==> config.mk <==
export PLATFORM = sky130hd
export DESIGN_NAME = vector_distance_missing_aware_flat
export DESIGN_NICKNAME = d
export VERILOG_FILES = /design/src/rtl/core/vdma_pkg.sv /design/src/rtl/core/vdma_if.sv /design/src/rtl/core/vdma_dp.sv /design/src/rtl/core/vdma_ctrl.sv /design/src/rtl/core/vector_distance_missing_aware.sv /design/src/flat_wrapper.sv
export SDC_FILE = /design/constraint.sdc
export NUM_CORES = 2
export LEC_CHECK = 0
export CELL_PAD_IN_SITES_DETAIL_PLACEMENT = 0
export CELL_PAD_IN_SITES_GLOBAL_PLACEMENT = 1
export CORE_MARGIN = 10
export CORE_UTILIZATION = 30
export DETAILED_ROUTE_END_ITERATION = 7
export DONT_BUFFER_PORTS = 1
export PLACE_DENSITY_LB_ADDON = 0.12
export RECOVER_POWER = 100
export SLEW_MARGIN = 30
export SYNTH_ARGS = -nofsm -noshare
export SYNTH_HDL_FRONTEND = slang
export SYNTH_SLANG_ARGS = --single-unit
==> constraint.sdc <==
create_clock -name clk -period 13 [get_ports clk]
set_input_delay 1.95 -clock clk [delete_from_list [all_inputs] [get_ports clk]]
set_output_delay 1.95 -clock clk [all_outputs]
set_load 0.005 [all_outputs]
==> src/rtl/core/vdma_pkg.sv <==
// Shared types and constants for the missing-aware vector distance block.
// No dependencies; every other file in rtl/core refers to it by scoped names.
`timescale 1ns / 1ps

package vdma_pkg;

	localparam int MAX_LENGTH = 256;
	localparam int CNT_W      = $clog2(MAX_LENGTH + 1);
	localparam int VAL_W      = 16;
	localparam int SUM_W      = 48;
	localparam int DIV_W      = 64;
	localparam int SQRT_STEPS = 32;
	localparam int ITER_W     = 6;
	localparam int FRAC_W     = 16;
	localparam int CFG_IDX_W  = 8;
	localparam int CFG_DATA_W = 8;

	localparam logic signed [VAL_W-1:0] HALF_Q88 = 16'sd128;

	localparam logic [1:0] METRIC_EUCLID   = 2'd0;
	localparam logic [1:0] METRIC_SUMSQ    = 2'd1;
	localparam logic [1:0] METRIC_MANHATAN = 2'd2;
	localparam logic [1:0] METRIC_TANIMOTO = 2'd3;

	localparam logic [CFG_IDX_W-1:0] REG_METRIC        = 8'd0;
	localparam logic [CFG_IDX_W-1:0] REG_MISSING_AWARE = 8'd1;

	typedef struct packed {
		logic acc;
		logic prep;
		logic div_step;
		logic post;
		logic sqrt_step;
		logic load_out;
	} vdma_cmd_t;

	typedef struct packed {
		logic k_zero;
		logic euclid;
	} vdma_stat_t;

endpackage

==> src/rtl/core/vdma_if.sv <==
// Channel interfaces for element input, result output and register writes.
// Depends on vdma_pkg for field widths.
`timescale 1ns / 1ps

interface vdma_in_if;
	logic                               valid;
	logic                               ready;
	logic signed [vdma_pkg::VAL_W-1:0]  data_value;
	logic signed [vdma_pkg::VAL_W-1:0]  code_value;
	logic                               data_missing;
	logic                               last_element;
	modport source (output valid, data_value, code_value, data_missing, last_element,
		input ready);
	modport sink (input valid, data_value, code_value, data_missing, last_element,
		output ready);
endinterface

interface vdma_out_if;
	logic                        valid;
	logic                        ready;
	logic [vdma_pkg::SUM_W-1:0]  distance;
	logic                        not_available;
	modport source (output valid, distance, not_available, input ready);
	modport sink (input valid, distance, not_available, output ready);
endinterface

interface vdma_cfg_if;
	logic                             valid;
	logic                             ready;
	logic [vdma_pkg::CFG_IDX_W-1:0]   index;
	logic [vdma_pkg::CFG_DATA_W-1:0]  data;
	modport source (output valid, index, data, input ready);
	modport sink (input valid, index, data, output ready);
endinterface

==> src/rtl/core/vdma_dp.sv <==
// Datapath: accumulator, shared radix-2 divider and bit-serial square root.
// Depends on vdma_pkg; driven by vdma_ctrl through vdma_cmd_t.
`timescale 1ns / 1ps

module vdma_dp (
	input  logic                               clk,
	input  logic                               arst_n,
	input  vdma_pkg::vdma_cmd_t                cmd,
	output vdma_pkg::vdma_stat_t               stat,
	input  logic signed [vdma_pkg::VAL_W-1:0]  data_value,
	input  logic signed [vdma_pkg::VAL_W-1:0]  code_value,
	input  logic                               data_missing,
	input  logic [1:0]                         metric,
	input  logic                               missing_aware,
	output logic [vdma_pkg::SUM_W-1:0]         distance,
	output logic                               not_available
);

	localparam int CW = vdma_pkg::CNT_W;
	localparam int SW = vdma_pkg::SUM_W;
	localparam int DW = vdma_pkg::DIV_W;
	localparam int VAL_W_EXT = vdma_pkg::VAL_W + 1;

	logic [CW-1:0] elem_cnt_q, miss_cnt_q, k_q;
	logic [SW-1:0] sum_q, res_q, dist_q;
	logic [DW-1:0] work_q, quot_q, bit_q;
	logic [CW:0]   rem_q;
	logic          euc_q, kz_q, tani_q, na_q;

	logic signed [VAL_W_EXT-1:0] diff;
	logic [vdma_pkg::VAL_W-1:0]   mag;
	logic [2*vdma_pkg::VAL_W-1:0] sq, add;
	logic [SW:0]                  sum_ext;
	logic                         mismatch, take;
	logic [CW-1:0]                k_now;
	logic [SW+CW-1:0]             prod;
	logic [DW-1:0]                dividend;
	logic [CW:0]                  rem_sh;
	logic                         q_bit;
	logic [SW-1:0]                s_val;
	logic [DW-1:0]                trial;

	always_comb begin
		diff     = VAL_W_EXT'(data_value) - VAL_W_EXT'(code_value);
		mag      = diff[VAL_W_EXT-1] ? vdma_pkg::VAL_W'(-diff) : diff[vdma_pkg::VAL_W-1:0];
		sq       = mag * mag;
		mismatch = (data_value > vdma_pkg::HALF_Q88 && code_value < vdma_pkg::HALF_Q88) ||
			(data_value <= vdma_pkg::HALF_Q88 && code_value >= vdma_pkg::HALF_Q88);
		unique case (metric)
			vdma_pkg::METRIC_EUCLID, vdma_pkg::METRIC_SUMSQ: add = sq;
			vdma_pkg::METRIC_MANHATAN: add = {8'd0, mag, 8'd0};
			default: add = {31'd0, mismatch};
		endcase
		sum_ext  = {1'b0, sum_q} + {(SW + 1 - 2 * vdma_pkg::VAL_W)'(0), add};
		take     = elem_cnt_q < CW'(vdma_pkg::MAX_LENGTH);
		k_now    = missing_aware ? elem_cnt_q - miss_cnt_q : elem_cnt_q;
		prod     = sum_q * elem_cnt_q;
		// tanimoto divides the sum shifted left by 16 bits; the rescale needs the product
		dividend = (metric == vdma_pkg::METRIC_TANIMOTO) ? {sum_q, 16'd0}
			: DW'(prod);
		rem_sh   = {rem_q[CW-1:0], work_q[DW-1]};
		q_bit    = rem_sh >= {1'b0, k_q};
		s_val    = tani_q ? quot_q[SW-1:0]
			: ((|quot_q[DW-1:SW]) ? {SW{1'b1}} : quot_q[SW-1:0]);
		trial    = quot_q + bit_q;
	end

	always_ff @(posedge clk or negedge arst_n) begin
		if (!arst_n) begin
			elem_cnt_q <= '0;
			miss_cnt_q <= '0;
			sum_q      <= '0;
		end else if (cmd.prep) begin
			elem_cnt_q <= '0;
			miss_cnt_q <= '0;
			sum_q      <= '0;
		end else if (cmd.acc && take) begin
			elem_cnt_q <= elem_cnt_q + CW'(1);
			if (data_missing) begin
				miss_cnt_q <= miss_cnt_q + CW'(1);
			end
			if (!(missing_aware && data_missing)) begin
				sum_q <= sum_ext[SW] ? {SW{1'b1}} : sum_ext[SW-1:0];
			end
		end
	end

	always_ff @(posedge clk) begin
		if (cmd.prep) begin
			k_q    <= k_now;
			work_q <= dividend;
			quot_q <= '0;
			rem_q  <= '0;
			res_q  <= '0;
			euc_q  <= metric == vdma_pkg::METRIC_EUCLID;
			tani_q <= metric == vdma_pkg::METRIC_TANIMOTO;
			kz_q   <= k_now == '0;
		end else if (cmd.div_step) begin
			rem_q  <= q_bit ? rem_sh - {1'b0, k_q} : rem_sh;
			work_q <= {work_q[DW-2:0], 1'b0};
			quot_q <= {quot_q[DW-2:0], q_bit};
		end else if (cmd.post) begin
			res_q  <= s_val;
			work_q <= {s_val, 16'd0};
			quot_q <= '0;
			bit_q  <= DW'(1) << (DW - 2);
		end else if (cmd.sqrt_step) begin
			if (work_q >= trial) begin
				work_q <= work_q - trial;
				quot_q <= (quot_q >> 1) + bit_q;
			end else begin
				quot_q <= quot_q >> 1;
			end
			bit_q <= bit_q >> 2;
		end
		if (cmd.load_out) begin
			dist_q <= (euc_q && !kz_q) ? quot_q[SW-1:0] : res_q;
			na_q   <= kz_q;
		end
	end

	assign stat.k_zero   = kz_q;
	assign stat.euclid   = euc_q;
	assign distance      = dist_q;
	assign not_available = na_q;

endmodule

==> src/rtl/core/vdma_ctrl.sv <==
// Controller: sequences accumulate, divide, square root and result hand-off.
// Depends on vdma_pkg; commands vdma_dp.
`timescale 1ns / 1ps

module vdma_ctrl (
	input  logic                  clk,
	input  logic                  arst_n,
	input  logic                  in_valid,
	input  logic                  in_last,
	output logic                  in_ready,
	output logic                  out_valid,
	input  logic                  out_ready,
	output vdma_pkg::vdma_cmd_t   cmd,
	input  vdma_pkg::vdma_stat_t  stat
);

	localparam logic [2:0] ST_ACC  = 3'd0;
	localparam logic [2:0] ST_PREP = 3'd1;
	localparam logic [2:0] ST_DIV  = 3'd2;
	localparam logic [2:0] ST_POST = 3'd3;
	localparam logic [2:0] ST_SQRT = 3'd4;
	localparam logic [2:0] ST_DONE = 3'd5;

	localparam logic [vdma_pkg::ITER_W-1:0] DIV_LAST  = '1;
	localparam logic [vdma_pkg::ITER_W-1:0] SQRT_LAST =
		vdma_pkg::ITER_W'(vdma_pkg::SQRT_STEPS - 1);

	logic [2:0]                  state_q;
	logic [vdma_pkg::ITER_W-1:0] iter_q;
	logic                        out_valid_q;

	always_comb begin
		cmd           = '0;
		cmd.acc       = (state_q == ST_ACC) && in_valid;
		cmd.prep      = state_q == ST_PREP;
		cmd.div_step  = (state_q == ST_DIV) && !stat.k_zero;
		cmd.post      = state_q == ST_POST;
		cmd.sqrt_step = state_q == ST_SQRT;
		cmd.load_out  = (state_q == ST_DONE) && (!out_valid_q || out_ready);
	end

	assign in_ready  = state_q == ST_ACC;
	assign out_valid = out_valid_q;

	always_ff @(posedge clk or negedge arst_n) begin
		if (!arst_n) begin
			state_q     <= ST_ACC;
			iter_q      <= '0;
			out_valid_q <= 1'b0;
		end else begin
			if (cmd.load_out) begin
				out_valid_q <= 1'b1;
			end else if (out_ready) begin
				out_valid_q <= 1'b0;
			end
			unique case (state_q)
				ST_ACC: begin
					if (in_valid && in_last) begin
						state_q <= ST_PREP;
					end
				end
				ST_PREP: begin
					iter_q  <= '0;
					state_q <= ST_DIV;
				end
				ST_DIV: begin
					iter_q <= iter_q + vdma_pkg::ITER_W'(1);
					if (stat.k_zero) begin
						state_q <= ST_DONE;
					end else if (iter_q == DIV_LAST) begin
						state_q <= ST_POST;
					end
				end
				ST_POST: begin
					iter_q  <= '0;
					state_q <= stat.euclid ? ST_SQRT : ST_DONE;
				end
				ST_SQRT: begin
					iter_q <= iter_q + vdma_pkg::ITER_W'(1);
					if (iter_q == SQRT_LAST) begin
						state_q <= ST_DONE;
					end
				end
				ST_DONE: begin
					if (cmd.load_out) begin
						state_q <= ST_ACC;
					end
				end
				default: state_q <= ST_ACC;
			endcase
		end
	end

endmodule

==> src/rtl/core/vector_distance_missing_aware.sv <==
// Top level of the missing-aware vector distance block: register file and wiring.
// Depends on vdma_pkg, vdma_if, vdma_ctrl and vdma_dp.
//
// Element pairs stream in at one transaction per clock while a vector is open;
// the transaction that carries last_element closes it, and the block then
// stops taking elements while one shared unit works out the result: a set-up
// step, a radix-2 divide (the n/(n-missing) rescale, or the mismatch count
// over k for tanimoto), a step that saturates the quotient (tanimoto only
// truncates it), for euclidean a square root, and a hand-off step; when every
// element is missing in missing-aware mode the result (not_available) skips
// the divide. The result shows on the output in the cycle after the hand-off.
// The result sits in an output register, so the next vector may start
// streaming while it waits to be taken; a further result waits in the
// controller until that register frees, which stalls that vector. Register
// writes (index 0 metric, index 1 missing_aware) are always accepted and
// should only happen while no vector is open or result is pending.
`timescale 1ns / 1ps

module vector_distance_missing_aware (
	input  logic       clk,
	input  logic       arst_n,
	vdma_in_if.sink    in_ch,
	vdma_out_if.source out_ch,
	vdma_cfg_if.sink   cfg_ch
);

	logic [1:0]            metric_q;
	logic                  aware_q;
	vdma_pkg::vdma_cmd_t   cmd;
	vdma_pkg::vdma_stat_t  stat;

	// Register writes are always taken and land in the next cycle; unknown indexes drop silently.
	assign cfg_ch.ready = 1'b1;

	always_ff @(posedge clk or negedge arst_n) begin
		if (!arst_n) begin
			metric_q <= vdma_pkg::METRIC_EUCLID;
			aware_q  <= 1'b0;
		end else if (cfg_ch.valid) begin
			if (cfg_ch.index == vdma_pkg::REG_METRIC) begin
				metric_q <= cfg_ch.data[1:0];
			end else if (cfg_ch.index == vdma_pkg::REG_MISSING_AWARE) begin
				aware_q <= cfg_ch.data[0];
			end
		end
	end

	vdma_ctrl u_ctrl (
		.clk       (clk),
		.arst_n    (arst_n),
		.in_valid  (in_ch.valid),
		.in_last   (in_ch.last_element),
		.in_ready  (in_ch.ready),
		.out_valid (out_ch.valid),
		.out_ready (out_ch.ready),
		.cmd       (cmd),
		.stat      (stat)
	);

	vdma_dp u_dp (
		.clk           (clk),
		.arst_n        (arst_n),
		.cmd           (cmd),
		.stat          (stat),
		.data_value    (in_ch.data_value),
		.code_value    (in_ch.code_value),
		.data_missing  (in_ch.data_missing),
		.metric        (metric_q),
		.missing_aware (aware_q),
		.distance      (out_ch.distance),
		.not_available (out_ch.not_available)
	);

endmodule

==> src/flat_wrapper.sv <==
// flat-port wrapper written by rule: the top's interface ports become plain ports
module vector_distance_missing_aware_flat 
  (clk, arst_n, in_ch_valid, in_ch_data_value, in_ch_code_value, in_ch_data_missing, in_ch_last_element, in_ch_ready, out_ch_valid, out_ch_distance, out_ch_not_available, out_ch_ready, cfg_ch_valid, cfg_ch_index, cfg_ch_data, cfg_ch_ready);
  vdma_in_if in_ch_i ();
  vdma_out_if out_ch_i ();
  vdma_cfg_if cfg_ch_i ();
  input  logic clk;
  input  logic arst_n;
  input wire logic [$bits(in_ch_i.valid)-1:0] in_ch_valid;
  input wire logic [$bits(in_ch_i.data_value)-1:0] in_ch_data_value;
  input wire logic [$bits(in_ch_i.code_value)-1:0] in_ch_code_value;
  input wire logic [$bits(in_ch_i.data_missing)-1:0] in_ch_data_missing;
  input wire logic [$bits(in_ch_i.last_element)-1:0] in_ch_last_element;
  output wire logic [$bits(in_ch_i.ready)-1:0] in_ch_ready;
  output wire logic [$bits(out_ch_i.valid)-1:0] out_ch_valid;
  output wire logic [$bits(out_ch_i.distance)-1:0] out_ch_distance;
  output wire logic [$bits(out_ch_i.not_available)-1:0] out_ch_not_available;
  input wire logic [$bits(out_ch_i.ready)-1:0] out_ch_ready;
  input wire logic [$bits(cfg_ch_i.valid)-1:0] cfg_ch_valid;
  input wire logic [$bits(cfg_ch_i.index)-1:0] cfg_ch_index;
  input wire logic [$bits(cfg_ch_i.data)-1:0] cfg_ch_data;
  output wire logic [$bits(cfg_ch_i.ready)-1:0] cfg_ch_ready;
  assign in_ch_i.valid = in_ch_valid;
  assign in_ch_i.data_value = in_ch_data_value;
  assign in_ch_i.code_value = in_ch_code_value;
  assign in_ch_i.data_missing = in_ch_data_missing;
  assign in_ch_i.last_element = in_ch_last_element;
  assign in_ch_ready = in_ch_i.ready;
  assign out_ch_valid = out_ch_i.valid;
  assign out_ch_distance = out_ch_i.distance;
  assign out_ch_not_available = out_ch_i.not_available;
  assign out_ch_i.ready = out_ch_ready;
  assign cfg_ch_i.valid = cfg_ch_valid;
  assign cfg_ch_i.index = cfg_ch_index;
  assign cfg_ch_i.data = cfg_ch_data;
  assign cfg_ch_ready = cfg_ch_i.ready;
  vector_distance_missing_aware u_core (.clk(clk), .arst_n(arst_n), .in_ch(in_ch_i), .out_ch(out_ch_i), .cfg_ch(cfg_ch_i));
endmodule
=== Word-level counts from Yosys, hierarchy flattened ===
Index checks and enable logic that the tools add are counted.

* Bitwise logic cells: 3
* Add/subtract/negate cells: 11
* Reductions and logical operators: 37
* Equal/unequal tests: 16
* Mux-type cells: 37
* $mul: 2
* Magnitude comparators: 7

{| class="wikitable"
|+ Operators by type and width
! kind !! number
|-
| 2-to-1 mux 64 bit || 10
|-
| 2-to-1 mux 48 bit || 7
|-
| adder 63 x 63 -> 64 bit || 1
|-
| adder 64 x 63 -> 64 bit || 1
|-
| >= comparator 64 bit || 1
|-
| case mux 32 bit (2 select lines) || 1
|-
| subtractor 64 bit || 1
|-
| 2-to-1 mux 63 bit || 1
|-
| 2-to-1 mux 9 bit || 7
|-
| multiplier 48 x 9 -> 57 bit || 1
|-
| adder 48 x 32 -> 49 bit || 1
|-
| multiplier 16 x 16 -> 32 bit || 1
|-
| adder 9 x 1 -> 9 bit (second input constant) || 2
|-
| case mux 3 bit (6 select lines) || 1
|-
| subtractor 9 bit || 2
|-
| subtractor 16 x 16 -> 17 bit || 1
|-
| >= comparator 16 x 9 -> 1 bit (second input constant) || 1
|-
| > comparator 16 x 9 -> 1 bit (second input constant) || 1
|-
| <= comparator 16 x 9 -> 1 bit (second input constant) || 1
|-
| < comparator 16 x 9 -> 1 bit (second input constant) || 1
|-
| 2-to-1 mux 16 bit || 1
|-
| negator 16 bit || 1
|-
| OR reduction 16 bit || 1
|-
| 2-to-1 mux 3 bit || 5
|-
| other kinds (31) || 62
|}

* Bits in registers: 357
* Bits of input ports: 55

=== Depth between registers and ports, before layout ===
* Word-level depth: 10
* Depth in mapped cells: 51
* Depth with buffers taken out: 48

=== Cells and area by module ===
A second synthesis with hierarchy kept.

* Cells, all modules: 5710
* Area total of the unflattened synthesis: 48117.4 sq um

{| class="wikitable"
|+ By module, submodules not included
! module !! sequential area each (sq um) !! times used !! area an instance (sq um) !! cells each
|-
| vdma_dp || 8788.4 || 1 || 47164.0 || 5598
|-
| vdma_ctrl || 250.2 || 1 || 787.0 || 99
|-
| vector_distance_missing_aware || 75.1 || 1 || 166.4 || 13
|}

=== Least setup slack after synthesis ===
No wires, ideal clock.

* Path kind: in2reg
* Start: input port in_ch_data_value[0]
* End: register u_core.u_dp.sum_q[33]
* Required time: 12.935 ns
* Cell stages on the path: 47
* Arrival: 11.966 ns
* Path buffers: 2
* Setup time: 0.065 ns
* Setup slack: 0.969 ns
* Path through: inv_1 -> ha_1 -> fa_1 -> nand2b_1 -> a21oi_1 -> o21ai_0 -> a21boi_0 -> nor2_1 -> or4b_1 -> nand2_1 -> xor2_1 -> nor2_1 -> fa_1 -> inv_1 -> fa_1 -> inv_1 -> fa_1 -> inv_1 -> [... 11 more ...] -> a41oi_1 -> a21oi_1 -> a31oi_1 -> xor2_1 -> o22ai_1 -> ha_1 -> a21o_1 -> a21o_1 -> a21o_1 -> a21o_1 -> a21o_1 -> a221oi_1 -> o32ai_1 -> o21a_1 -> clkbuf_1 -> and2_1 -> a41oi_1 -> o21a_1

* Cells in the longest elaborated chain, start to end: 10

{| class="wikitable"
|+ Ends and longest elaborated chain
! element !! line !! RTL
|-
| start: declaration || flat_wrapper.sv:10 || <nowiki>input wire logic [$bits(in_ch_i.data_value)-1:0] in_ch_data_value;</nowiki>
|-
| subtractor 16 x 16 -> 17 bit || vdma_dp.sv:44 || <nowiki>diff = VAL_W_EXT'(data_value) - VAL_W_EXT'(code_value);</nowiki>
|-
| negator 16 bit || vdma_dp.sv:45 || <nowiki>mag = diff[VAL_W_EXT-1] ? vdma_pkg::VAL_W'(-diff) : diff[vdma_pkg::VAL_W-1:0];</nowiki>
|-
| 2-to-1 mux 16 bit || vdma_dp.sv:45 ||
|-
| multiplier 16 x 16 -> 32 bit || vdma_dp.sv:46 || <nowiki>sq = mag * mag;</nowiki>
|-
| case mux 32 bit (2 select lines) * || vdma_dp.sv:49 || <nowiki>unique case (metric)</nowiki>
|-
| adder 48 x 32 -> 49 bit * || vdma_dp.sv:54 || <nowiki>sum_ext = {1'b0, sum_q} + {(SW + 1 - 2 * vdma_pkg::VAL_W)'(0), add};</nowiki>
|-
| 2-to-1 mux 48 bit * || vdma_dp.sv:83 || <nowiki>sum_q <= sum_ext[SW] ? {SW{1'b1}} : sum_ext[SW-1:0];</nowiki>
|-
| 2-to-1 mux 48 bit * || vdma_dp.sv:82 || <nowiki>if (!(missing_aware && data_missing)) begin</nowiki>
|-
| 2-to-1 mux 48 bit * || vdma_dp.sv:77 || <nowiki>end else if (cmd.acc && take) begin</nowiki>
|-
| 2-to-1 mux 48 bit * || vdma_dp.sv:73 || <nowiki>end else if (cmd.prep) begin</nowiki>
|-
| end signal: assignment || vdma_dp.sv:83 ||
|-
| end: declaration || vdma_dp.sv:25 || <nowiki>logic [SW-1:0] sum_q, res_q, dist_q;</nowiki>
|}

Every way passes the cells marked *; elsewhere a longest branch is shown, timed or not. The select of a mux whose other input is x is not followed.
A chain may end at the register's enable or synchronous reset.

=== Worst setup path in the final report ===
* Start: input port in_ch_data_value[0]
* End: register u_core.u_dp.sum_q[43]

Same word-level chain as after synthesis.

==> impl_metrics.toml <==
[yosys]
synth_flop_cell = "edfxtp_1"
ys_async_sr_fraction = 0.2213
yosys_warnings = 0
syn_area_per_cell_um2 = 8.405
yosysSeqAreaShare = 0.1888
netlist_instances = 5744
synth-seq-cells = 357
synth_fp_nets = 6660
synth_edf_count = 157
synth.distinct_cells = 95
netlist_area_mm2 = 0.04828

[timing]
hold-worst-slack_ns = 0.4504
rsz0062_at_grt = "no"
worstMarginPinSlew_ns = 3.875
drv_slew = 805
slew_headroom = -1.583
setup_viol = 0
setup_slack_ns = 0.7888
worst_clock_skew_ns = 0.03087
hold_viol = 0
min_period_over_period = 0.9393
fmax_mhz = 81.89
period_needed_ns = 12.21
tns_ns = 0

[die]
start_util = 0.3014
design.portCount = 107
coreArea_mm2 = 0.1602
die_w_um = 421.2
fp-row-count = 147
die_h_um = 421.2
die-area_mm2 = 0.1774

[final_layout]
ff_latch_area_mm2 = 0.009120
fill_cells = 16950
syn_to_final_growth_pct = 8.229
diodes = 0
layout_common_cells = "nand2_1, inv_1, fa_1"
layout.nets = 6472
multi_input_area_mm2 = 0.03577
drive_gt1_frac = 0.05559
final_common_cell = "nand2_1"

[clock_network]
cts-root-buf = "clkbuf_16"
cts.clk_slew.worst_paths_ns = 0.06
htreeDepth = 2
cts_tree = "yes"
clock_path_buffers = 3
cts_sinks = 357
cts-buffers-inserted = 47
clock_latency_ns = 0.62

[worst_setup_path]
r2r_cells = 21
cpMaxStageDelayCell = "fa_1"
max_stage_delay_ns = 0.53
r2r-end = "u_core.u_dp.quot_q[39]"
ff2ff_setup_slack_ns = 3.13
crit_path_start_kind = "input pin"
cp_max_fo = 14
r2r_start = "u_core.u_dp.quot_q[24]"
cp-end-kind = "register"
cp.arrival_ns = 12.65
crit_type = "input pin to register"
crit_top_cell = "fa_1"
crit_required_ns = 13.44

[run_status]
status = "finished with violations"
violations = "max-capacitance violations, max-slew violations"

[routing]
via_per_inst = 5.177
drt_pass1_iterations = 5
post-route-drc-count = 0
wire_per_inst_um = 21.68
wl_mm = 168.1
vias = 40150
antenna_left = 0
drtIter0Drc = 1821

[global_routing]
antenna_found_initial = 1
grt_pass1_wl_mm = 262.3
grt-ovfl-total = 0
first_global_vias = 42570
grt_max_degree = 82
track_usage = 0.1845

[min_path]
hold_class = "register to register"
hold_path.startpoint = "u_core.u_dp.res_q[3]"
hold-path-endpoint = "u_core.u_dp.res_q[3]"
whs_path_depth = 2

[flow_run]
drv_cap = 20

[placed_design]
place_congestion = 0.8918
hpwl_mm = 126.9
place_ws_ns = -0.1067
numPortBuffers = 0
[registers in the layout, summed over array words and instances (netlist names)]
signal	count
u_core.u_dp.not_available	1
u_core.u_dp.res_q	48
u_core.metric_q	2
u_core.u_dp.elem_cnt_q	9
u_core.u_dp.bit_q	32
u_core.u_dp.sum_q	48
u_core.u_dp.rem_q	9
u_core.u_dp.miss_cnt_q	9
u_core.u_dp.k_q	9
u_core.aware_q	1
u_core.u_dp.euc_q	1
u_core.u_dp.quot_q	64
u_core.u_ctrl.state_q	3
u_core.u_dp.distance	48
u_core.u_dp.work_q	64
u_core.u_ctrl.out_valid	1
u_core.u_ctrl.iter_q	6
u_core.u_dp.tani_q	1
u_core.u_dp.kz_q	1
[metal layers]
layer  wire [um]  track usage  vias up
met1       76990       0.2425    20050
met5          10            0        -
met4        3444      0.03799        2
li1            -            -    19370
met2       82830       0.3279      573
met3        4848      0.01664      154
[Yosys cell counts (50+ instances only)]
library cell	count	area (um^2)
fa_1	489	9789
clkbuf_1	312	1171
inv_1	548	2057
xor2_1	157	1375
edfxtp_1	157	4715
dfrtp_1	79	1977
ha_1	372	4654
nand2b_1	53	331.6
and3_1	52	325.3
a31oi_1	117	732.0
nor2_1	403	1513
nor3_1	63	315.3
o21ai_0	292	1461
a21o_1	141	1059
xnor2_1	174	1524
a21oi_1	404	2022
o22ai_1	58	362.9
nand2_1	665	2496
and2_1	206	1289
nand4_1	50	312.8
mux2_2	58	653.1
dfxtp_1	121	2422
a221oi_1	53	464.2
nand3_1	100	500.5
[how the worst max path moves through the flow]
| stage | slack (ns) | startpoint | end |
|---|---|---|---|
| after floorplan | 0.97 | in_ch_data_value[0] | u_core.u_dp.sum_q[33] |
| after global placement | -0.11 | in_ch_data_value[0] | u_core.u_dp.sum_q[43] |
| after detailed placement | -0.11 | in_ch_data_value[0] | u_core.u_dp.sum_q[43] |
| after CTS | 0.53 | in_ch_data_value[0] | u_core.u_dp.sum_q[43] |
| after global routing | 0.03 | in_ch_data_value[0] | u_core.u_dp.sum_q[37] |
| final | 0.79 | in_ch_data_value[0] | u_core.u_dp.sum_q[43] |
[critical path: cells and delay by family]
family                     cells  cell delay (ns)
adders and majority gates     10             4.00
buffers and inverters          9             1.17
and+or+nand+nor               12             2.72
AOI/OAI and AO/OA             10             2.22
xor gates and xnor gates       3             0.57
[kinds of logic after synthesis]
| logic type | after synthesis | share of synthesized area |
|---|---|---|
| other | 1 | 0.00007768 |
| and+or+nand+nor | 1735 | 0.1672 |
| AOI/OAI and AO/OA | 1456 | 0.1932 |
| DFF | 357 | 0.1888 |
| muxes | 80 | 0.01809 |
| buffers and inverters | 919 | 0.07197 |
| xor gates and xnor gates | 335 | 0.06140 |
| adders and majority gates | 861 | 0.2992 |
[metrics by stage]
stage               utilization  cells  cell area, um^2
finish                   0.3261   7755            52250
global route             0.3261   7755            52250
CTS                      0.3269   7755            52360
detailed placement       0.3163   7667            50670
global placement         0.3162   7667            50660
floorplan                     -   5744            48280
[cell type report]
cell class              count  share of cell area
multi-input cells        4468              0.6846
flip-flops and latches    357              0.1745
well taps                2160             0.05173
inverters                 556             0.04004
clock buffers              61             0.02550
repair buffers            126             0.01662
clock inverters            27            0.006921
[repair_timing]
action | in CTS | in global routing
resized for setup | 0 | 3
buffers inserted | 0 | 0
setup endpoints to repair | 0 | 17
hold buffers | 0 | 0
Power is not shown: default switching activity piles up to over one toggle a cycle in this logic, so the estimate is an artifact.
